===== src/sbda_pkg.sv =====
// shared constants and types for the signed binary to decimal text converter
`timescale 1ns / 1ps
`default_nettype none
package sbda_pkg;

   localparam int VALUE_BITS_DEFAULT = 32;
   localparam int CHAR_W = 6;

   localparam logic [CHAR_W-1:0] CHAR_MINUS = 6'd45;
   localparam logic [CHAR_W-1:0] CHAR_ZERO = 6'd48;
   localparam logic [CHAR_W-1:0] CHAR_NINE = 6'd57;

   typedef enum logic [2:0] {
      ST_IDLE,
      ST_CONVERT,
      ST_STRIP,
      ST_SIGN,
      ST_DIGITS
   } state_type;

endpackage
`default_nettype wire


===== src/sbda_channels.sv =====
// valid/ready channel interfaces for the number input and character output
`timescale 1ns / 1ps
`default_nettype none
interface sbda_req_if #(
   parameter int VALUE_BITS = sbda_pkg::VALUE_BITS_DEFAULT
);
   logic                  valid;
   logic                  ready;
   logic [VALUE_BITS-1:0] value;

   modport source (output valid, output value, input ready);
   modport sink (input valid, input value, output ready);
endinterface

interface sbda_rsp_if;
   logic                        valid;
   logic                        ready;
   logic [sbda_pkg::CHAR_W-1:0] character;
   logic                        last;

   modport source (output valid, output character, output last, input ready);
   modport sink (input valid, input character, input last, output ready);
endinterface
`default_nettype wire


===== src/sbda_dabble.sv =====
// one shift-add-3 step of the binary to bcd conversion
`timescale 1ns / 1ps
`default_nettype none
module sbda_dabble #(
   parameter int VALUE_BITS = sbda_pkg::VALUE_BITS_DEFAULT,
   parameter int NUM_DIGITS = 10
) (
   input  wire logic [4*NUM_DIGITS-1:0] bcd,
   input  wire logic [VALUE_BITS-1:0]   bin,
   output logic      [4*NUM_DIGITS-1:0] bcd_next,
   output logic      [VALUE_BITS-1:0]   bin_next
);

   logic [4*NUM_DIGITS-1:0] adjusted;

   // digits of five or more get three added before the shift
   always_comb begin
      for (int d = 0; d < NUM_DIGITS; d++) begin
         if (bcd[4*d +: 4] >= 4'd5) begin
            adjusted[4*d +: 4] = bcd[4*d +: 4] + 4'd3;
         end else begin
            adjusted[4*d +: 4] = bcd[4*d +: 4];
         end
      end
   end

   assign bcd_next = {adjusted[4*NUM_DIGITS-2:0], bin[VALUE_BITS-1]};
   assign bin_next = {bin[VALUE_BITS-2:0], 1'b0};

endmodule
`default_nettype wire


===== src/signed_binary_to_decimal_ascii.sv =====
// signed binary to decimal ascii text converter, top level
//
// usage:
//  - req carries one signed VALUE_BITS-bit number per transaction; req.ready
//    is high only while the converter is idle
//  - rsp carries the text, one ascii character per transaction: '-' for a
//    negative number, then the magnitude's digits most significant first with
//    no leading zeros; rsp.last marks the final character
//  - the most negative value prints as its unsigned magnitude after '-'
// timing:
//  - the single shift-add-3 step is applied once for each of the VALUE_BITS bits (32 at default)
//  - leading zero digits are dropped one per cycle, up to NUM_DIGITS-1
//  - then one character per cycle while rsp is not stalled
//  - a number passes through the bit-serial dabble step, the zero strip and the
//    digit shifter in turn; a new number is taken only once the last character
//    of the previous one is in the output register
// reset: synchronous, clears the sequencer and the output valid
// stall: a character waits in the output register until rsp.ready; the
//  sequencer holds until the register frees, no character is lost
`timescale 1ns / 1ps
`default_nettype none
module signed_binary_to_decimal_ascii #(
   parameter int VALUE_BITS = sbda_pkg::VALUE_BITS_DEFAULT
) (
   input wire logic  clock,
   input wire logic  reset,
   sbda_req_if.sink  req,
   sbda_rsp_if.source rsp
);

   // digits in 2^(VALUE_BITS-1), worked out at elaboration
   localparam int NUM_DIGITS = ((VALUE_BITS - 1) * 30103) / 100000 + 1;
   localparam int BCD_W = 4 * NUM_DIGITS;
   localparam int CNT_W = $clog2(VALUE_BITS + 1);
   localparam int DIG_W = $clog2(NUM_DIGITS + 1);

   sbda_pkg::state_type state_ff, state_in;

   logic [VALUE_BITS-1:0] bin_ff, bin_in;
   logic [BCD_W-1:0]      bcd_ff, bcd_in;
   logic [CNT_W-1:0]      bits_left_ff, bits_left_in;
   logic [DIG_W-1:0]      digits_left_ff, digits_left_in;
   logic                  neg_ff, neg_in;

   logic                        out_valid_ff, out_valid_in;
   logic [sbda_pkg::CHAR_W-1:0] out_char_ff, out_char_in;
   logic                        out_last_ff, out_last_in;

   logic [BCD_W-1:0]      bcd_step;
   logic [VALUE_BITS-1:0] bin_step;
   logic [3:0]            top_digit;
   logic                  accept;
   logic                  out_free;
   logic                  final_digit;

   sbda_dabble #(
      .VALUE_BITS (VALUE_BITS),
      .NUM_DIGITS (NUM_DIGITS)
   ) u_dabble (
      .bcd      (bcd_ff),
      .bin      (bin_ff),
      .bcd_next (bcd_step),
      .bin_next (bin_step)
   );

   assign accept      = req.valid && req.ready;
   assign out_free    = !out_valid_ff || rsp.ready;
   assign top_digit   = bcd_ff[BCD_W-1 -: 4];
   assign final_digit = (digits_left_ff == DIG_W'(1));

   assign req.ready     = (state_ff == sbda_pkg::ST_IDLE);
   assign rsp.valid     = out_valid_ff;
   assign rsp.character = out_char_ff;
   assign rsp.last      = out_last_ff;

   // sequencer next state
   always_comb begin
      state_in = state_ff;
      unique case (state_ff)
         sbda_pkg::ST_IDLE: begin
            if (accept) begin
               state_in = sbda_pkg::ST_CONVERT;
            end
         end
         sbda_pkg::ST_CONVERT: begin
            if (bits_left_ff == CNT_W'(1)) begin
               state_in = sbda_pkg::ST_STRIP;
            end
         end
         sbda_pkg::ST_STRIP: begin
            // stop at the first nonzero digit, always keep the units digit
            if (top_digit != 4'd0 || final_digit) begin
               state_in = neg_ff ? sbda_pkg::ST_SIGN : sbda_pkg::ST_DIGITS;
            end
         end
         sbda_pkg::ST_SIGN: begin
            if (out_free) begin
               state_in = sbda_pkg::ST_DIGITS;
            end
         end
         sbda_pkg::ST_DIGITS: begin
            if (out_free && final_digit) begin
               state_in = sbda_pkg::ST_IDLE;
            end
         end
         default: state_in = sbda_pkg::ST_IDLE;
      endcase
   end

   // datapath and output register controls
   always_comb begin
      bin_in         = bin_ff;
      bcd_in         = bcd_ff;
      bits_left_in   = bits_left_ff;
      digits_left_in = digits_left_ff;
      neg_in         = neg_ff;
      out_valid_in   = out_valid_ff && !rsp.ready;
      out_char_in    = out_char_ff;
      out_last_in    = out_last_ff;
      unique case (state_ff)
         sbda_pkg::ST_IDLE: begin
            if (accept) begin
               // magnitude as unsigned, so the most negative value stays exact
               neg_in         = req.value[VALUE_BITS-1];
               bin_in         = req.value[VALUE_BITS-1] ? (~req.value + 1'b1)
                                                        : req.value;
               bcd_in         = '0;
               bits_left_in   = CNT_W'(VALUE_BITS);
               digits_left_in = DIG_W'(NUM_DIGITS);
            end
         end
         sbda_pkg::ST_CONVERT: begin
            bcd_in       = bcd_step;
            bin_in       = bin_step;
            bits_left_in = bits_left_ff - 1'b1;
         end
         sbda_pkg::ST_STRIP: begin
            if (top_digit == 4'd0 && !final_digit) begin
               bcd_in         = {bcd_ff[BCD_W-5:0], 4'd0};
               digits_left_in = digits_left_ff - 1'b1;
            end
         end
         sbda_pkg::ST_SIGN: begin
            if (out_free) begin
               out_valid_in = 1'b1;
               out_char_in  = sbda_pkg::CHAR_MINUS;
               out_last_in  = 1'b0;
            end
         end
         sbda_pkg::ST_DIGITS: begin
            if (out_free) begin
               out_valid_in   = 1'b1;
               out_char_in    = sbda_pkg::CHAR_ZERO + {2'b00, top_digit};
               out_last_in    = final_digit;
               bcd_in         = {bcd_ff[BCD_W-5:0], 4'd0};
               digits_left_in = digits_left_ff - 1'b1;
            end
         end
         default: begin
            out_valid_in = 1'b0;
         end
      endcase
   end

   // control state
   always_ff @(posedge clock) begin
      if (reset) begin
         state_ff     <= sbda_pkg::ST_IDLE;
         out_valid_ff <= 1'b0;
      end else begin
         state_ff     <= state_in;
         out_valid_ff <= out_valid_in;
      end
   end

   // payload registers
   always_ff @(posedge clock) begin
      bin_ff         <= bin_in;
      bcd_ff         <= bcd_in;
      bits_left_ff   <= bits_left_in;
      digits_left_ff <= digits_left_in;
      neg_ff         <= neg_in;
      out_char_ff    <= out_char_in;
      out_last_ff    <= out_last_in;
   end

   // a character left pending while idle must close the previous text
   assert property (@(posedge clock) disable iff (reset)
      (state_ff == sbda_pkg::ST_IDLE && out_valid_ff) |-> out_last_ff)
      else $error("idle with a non-final character pending");

   // an accepted number always starts a conversion
   assert property (@(posedge clock) disable iff (reset)
      accept |=> (state_ff == sbda_pkg::ST_CONVERT))
      else $error("accepted number did not start conversion");

   // emitting digits never runs past the units digit
   assert property (@(posedge clock) disable iff (reset)
      (state_ff == sbda_pkg::ST_DIGITS) |-> (digits_left_ff != '0))
      else $error("digit counter underflow");

   // every character shown is a minus sign or a decimal digit
   assert property (@(posedge clock) disable iff (reset)
      out_valid_ff |-> (out_char_ff == sbda_pkg::CHAR_MINUS ||
                        (out_char_ff >= sbda_pkg::CHAR_ZERO &&
                         out_char_ff <= sbda_pkg::CHAR_NINE)))
      else $error("character out of range");

   // the output register changes only when it is free to be reloaded
   assert property (@(posedge clock) disable iff (reset)
      (out_valid_ff && !rsp.ready) |=> ($stable(out_char_ff) && out_valid_ff))
      else $error("stalled character overwritten");

endmodule
`default_nettype wire

===== src/flat_wrapper.sv =====
// flat-port wrapper written by rule: the top's interface ports become plain ports
module signed_binary_to_decimal_ascii_flat 
#(
   parameter int VALUE_BITS = sbda_pkg::VALUE_BITS_DEFAULT
)
  (clock, reset, req_valid, req_value, req_ready, rsp_valid, rsp_character, rsp_last, rsp_ready);
  sbda_req_if #(.VALUE_BITS(VALUE_BITS)) req_i ();
  sbda_rsp_if rsp_i ();
  input wire logic clock;
  input wire logic reset;
  input wire logic [$bits(req_i.valid)-1:0] req_valid;
  input wire logic [$bits(req_i.value)-1:0] req_value;
  output wire logic [$bits(req_i.ready)-1:0] req_ready;
  output wire logic [$bits(rsp_i.valid)-1:0] rsp_valid;
  output wire logic [$bits(rsp_i.character)-1:0] rsp_character;
  output wire logic [$bits(rsp_i.last)-1:0] rsp_last;
  input wire logic [$bits(rsp_i.ready)-1:0] rsp_ready;
  assign req_i.valid = req_valid;
  assign req_i.value = req_value;
  assign req_ready = req_i.ready;
  assign rsp_valid = rsp_i.valid;
  assign rsp_character = rsp_i.character;
  assign rsp_last = rsp_i.last;
  assign rsp_i.ready = rsp_ready;
  signed_binary_to_decimal_ascii #(.VALUE_BITS(VALUE_BITS)) u_core (.clock(clock), .reset(reset), .req(req_i), .rsp(rsp_i));
endmodule

===== config.mk =====
export PLATFORM = sky130hd
export DESIGN_NAME = signed_binary_to_decimal_ascii_flat
export DESIGN_NICKNAME = d
export VERILOG_FILES = /design/src/sbda_pkg.sv /design/src/sbda_channels.sv /design/src/sbda_dabble.sv /design/src/signed_binary_to_decimal_ascii.sv /design/src/flat_wrapper.sv
export SDC_FILE = /design/constraint.sdc
export NUM_CORES = 1
export LEC_CHECK = 0
export BUFFER_PORTS_ARGS = -buffer_cell sky130_fd_sc_hd__buf_2
export CAP_MARGIN = 20
export CORE_ASPECT_RATIO = 0.5
export CORE_MARGIN = 10
export CORE_UTILIZATION = 45
export DETAILED_ROUTE_END_ITERATION = 12
export GPL_TIMING_DRIVEN = 1
export PLACE_DENSITY = 0.75
export SLEW_MARGIN = 25
export SYNTH_ARGS = -nofsm -noshare
export SYNTH_HDL_FRONTEND = slang
export SYNTH_HIERARCHICAL = 1
export SYNTH_SLANG_ARGS = --single-unit
export TNS_END_PERCENT = 1

===== constraint.sdc =====
create_clock -name clock -period 9.4 [get_ports clock]
set_input_delay 1.41 -clock clock [delete_from_list [all_inputs] [get_ports clock]]
set_output_delay 1.41 -clock clock [all_outputs]
set_load 0.005 [all_outputs]

==> results.tsv <==
stage	metric	value	unit
timing	setup TNS	0	ps
logic_synthesis	Mapped Nets	654	
global_routing	grt ovf	0	
clocking	CTS Hold Bufs	0	
critical_path	Worst EP required	9470	ps
logic_synthesis	sequential share of the synthesized area	0.460	
timing	fmax	295	MHz
clocking	H-Tree Depth	3	
logic_synthesis	yosys warns	6	
logic_synthesis	Netlist cell types	48	
final_layout	fill count	1186	
die	io pins	45	
logic_synthesis	Gate Count Post-Synth	593	
final_layout	P&R area growth vs syn	6.33	%
timing	unrepaired setup endpoints after global routing	false	
placed_design	Final GP Congestion	0.835	
timing	Slew @ Worst Pin	938	ps
logic_synthesis	Most used DFF post-synth	edfxtp_1	
critical_path	CP Max Fanout	8	
global_routing	vias in the first global route	3995	
routing	Residual DRC	0	
worst_hold_path	Worst Hold Class	reg2reg	
power	Leakage	2.45	nW
clocking	CTS max path bufs	2	
logic_synthesis	synthesized cell area	5990	sq um
logic_synthesis	asr flop ratio synth	0	
global_routing	GRT Util Overall	0.119	
final_layout	multi-input logic area	2780	sq um
run	Max-Cap Viols	0	
clocking	Post-CTS Setup Repair Bufs	0	
timing	final hold violations	0	
clocking	TritonCTS clock tree	done	
routing	Post-Route WL	11200	um
logic_synthesis	EDFF count, synth	89	
routing	drt via density	5.47	
logic_synthesis	Seq cells post-synth	93	
clocking	Num CTS Buffers	9	
routing	Via Count	4177	
timing	Final setup viols	0	
timing	Slew HR	0.373	
routing	wire length per cell	14.7	um
timing	worst setup margin	6000	ps
routing	number of DRC markers in iteration 0	241	
final_layout	Core Util, Final	0.496	
die	row count	29	
critical_path	CP Cell Sequence	buf_2 > inv_1 > ha_1 > or3b_1 > or3_1 > o41ai_2 > xor2_1 > o21ai_1	
placed_design	DPL Wire Length	7660	um
final_layout	share of post-route cells with drive strength above 1	0.143	
final_layout	diode count	0	
routing	Initial DRT Pass Iterations	5	
routing	Routed Antenna Nets	0	
final_layout	commonest cells after routing, fill and taps aside	edfxtp_1 (89), nand2_1 (72), buf_2 (43)	
clocking	clk_lat worst skew	340	ps
global_routing	antenna violations before repair	0	
placed_design	Placed Instances	747	
die	DIE HEIGHT	102	um
critical_path	max incr delay on CP	550	ps
placed_design	IO Port Bufs	43	
timing	skew final	5.59	ps
placed_design	dpl ws	5690	ps
critical_path	highest-delay cell along the critical path	or3_1	
final_layout	commonest non-fill, non-tap cell in the layout	edfxtp_1	
timing	fin crit share	0.361	
die	Core Box Area	12800	sq um
final_layout	Final Non-Filler Cells	763	
timing	fin. max-slew vios	0	
final_layout	Final nets	649	
power	PD cells	338	nW/um^2
critical_path	reg-to-reg slack, setup	6700	ps
status	outcome	finished, final reports clean	
global_routing	global-route wire length before repair	18500	um
power	peak supply drop	0.232	mV
critical_path	crit path launch type	input port	
clocking	CTS clock-pin slew for the worst setup and hold paths	60	ps
final_layout	Reg area	2750	sq um
die	Die X-Extent	183	um
critical_path	worst setup path category	in2reg	
die	Starting Density	0.466	
clocking	Root Buffer	clkbuf_16	
critical_path	CP Data Arrival Time	3470	ps
die	die area	18600	sq um
logic_synthesis	Mean Syn Cell Area	10.1	sq um
clocking	post-CTS resize count	0	
critical_path	endpoint class of the critical path	flop	
global_routing	pin count of the biggest net entering global routing	80	
timing	Tmin final	3400	ps
clocking	CTS sink count	93	
-- layout make-up --
cell class	count	share of cell area
timing repair buffer	46	0.0373
inverter	28	0.0165
tap	170	0.0334
clock inverter	6	0.00845
clock buffer	10	0.0360
multi-input combinational	410	0.436
sequential	93	0.432
-- critical path, delay by kind of cell --
| family | cells | cell delay, ps |
|---|---|---|
| adders and majority gates | 1 | 170 |
| xor gates and xnor gates | 1 | 170 |
| AOI/OAI and AO/OA | 2 | 490 |
| and+or+nand+nor | 2 | 1040 |
| buffers and inverters | 2 | 180 |
-- kinds of logic after synthesis --
kind of cell	count (synthesis)	synth area share
multiplexers	11	0.0184
flip-flops	93	0.460
AND/OR/NAND/NOR	186	0.149
other	2	0.00125
buffers and inverters	90	0.0796
AO/OA/AOI/OAI	140	0.172
adder cells (fa/ha/maj)	25	0.0522
XOR/XNOR	46	0.0673
-- final timing paths --
path / from / to / cells past startpoint
worst max register to register: u_core/bcd_ff[36] / u_core/bcd_ff[18] / 5
worst min-delay path: u_core/bin_ff[27] / u_core/bin_ff[28] / 2
worst max-delay path: req_value[0] / u_core/bin_ff[30] / 8
worst min register to register: u_core/bin_ff[27] / u_core/bin_ff[28] / 2
-- cells in the mapped netlist (3+ instances only) --
library cell / number / area, sq um
nand2b_1: 28 / 175
nor2_1: 39 / 146
and3_1: 4 / 25.0
edfxtp_1: 89 / 2670
mux2i_1: 11 / 110
or2_2: 4 / 25.0
buf_1: 5 / 18.8
nor4_1: 3 / 18.8
o41ai_1: 7 / 61.3
xnor2_1: 16 / 140
nand2_1: 72 / 270
buf_4: 34 / 255
xor2_1: 30 / 263
clkbuf_1: 19 / 71.3
or3_1: 7 / 43.8
nor2b_1: 4 / 25.0
o31ai_1: 9 / 67.6
o41ai_2: 7 / 114
a22o_1: 36 / 315
dfxtp_1: 4 / 80.1
o21ai_0: 34 / 170
o21ai_1: 13 / 65.1
nor3_1: 10 / 50.1
inv_1: 28 / 105
buf_2: 3 / 15.0
and2_1: 3 / 18.8
ha_1: 25 / 313
a21oi_2: 10 / 87.6
a21oi_1: 16 / 80.1
-- registers in the layout (all words and copies together) (netlist names) --
signal	flops
u_core/bcd_ff	40
u_core/neg_ff	1
u_core/bits_left_ff	6
u_core/state_ff	3
u_core/rsp.character	5
u_core/bin_ff	32
u_core/rsp.last	1
u_core/rsp.valid	1
u_core/digits_left_ff	4
-- metrics by stage --
stage | cell area [sq um] | hold slack (ps) | power, mW
after floorplan | 5990 | 542 | 1.68
after global placement | 6090 | 508 | 1.76
after detailed placement | 6090 | 512 | 1.80
after CTS | 6370 | 525 | 2.16
after global routing | 6370 | 561 | 2.31
final | 6370 | 530 | 2.15
-- power breakdown --
group / leakage, nW / switching, mW / internal (mW)
combinational: 1.40 / 0.511 / 0.357
sequential: 0.914 / 0.170 / 0.764
clock: 0.135 / 0.147 / 0.203
-- layer usage --
| metal | routed length (um) | share of wire | vias to the layer above | GRT usage |
|---|---|---|---|---|
| met4 | 116 | 0.010 | 0 | 0.0432 |
| met5 | 0 | 0 | - | 0 |
| met3 | 528 | 0.047 | 11 | 0.0325 |
| met1 | 5350 | 0.48 | 2009 | 0.150 |
| li1 | - | - | 2074 | - |
| met2 | 5240 | 0.47 | 83 | 0.193 |
Power figures use the tool's default switching activity.
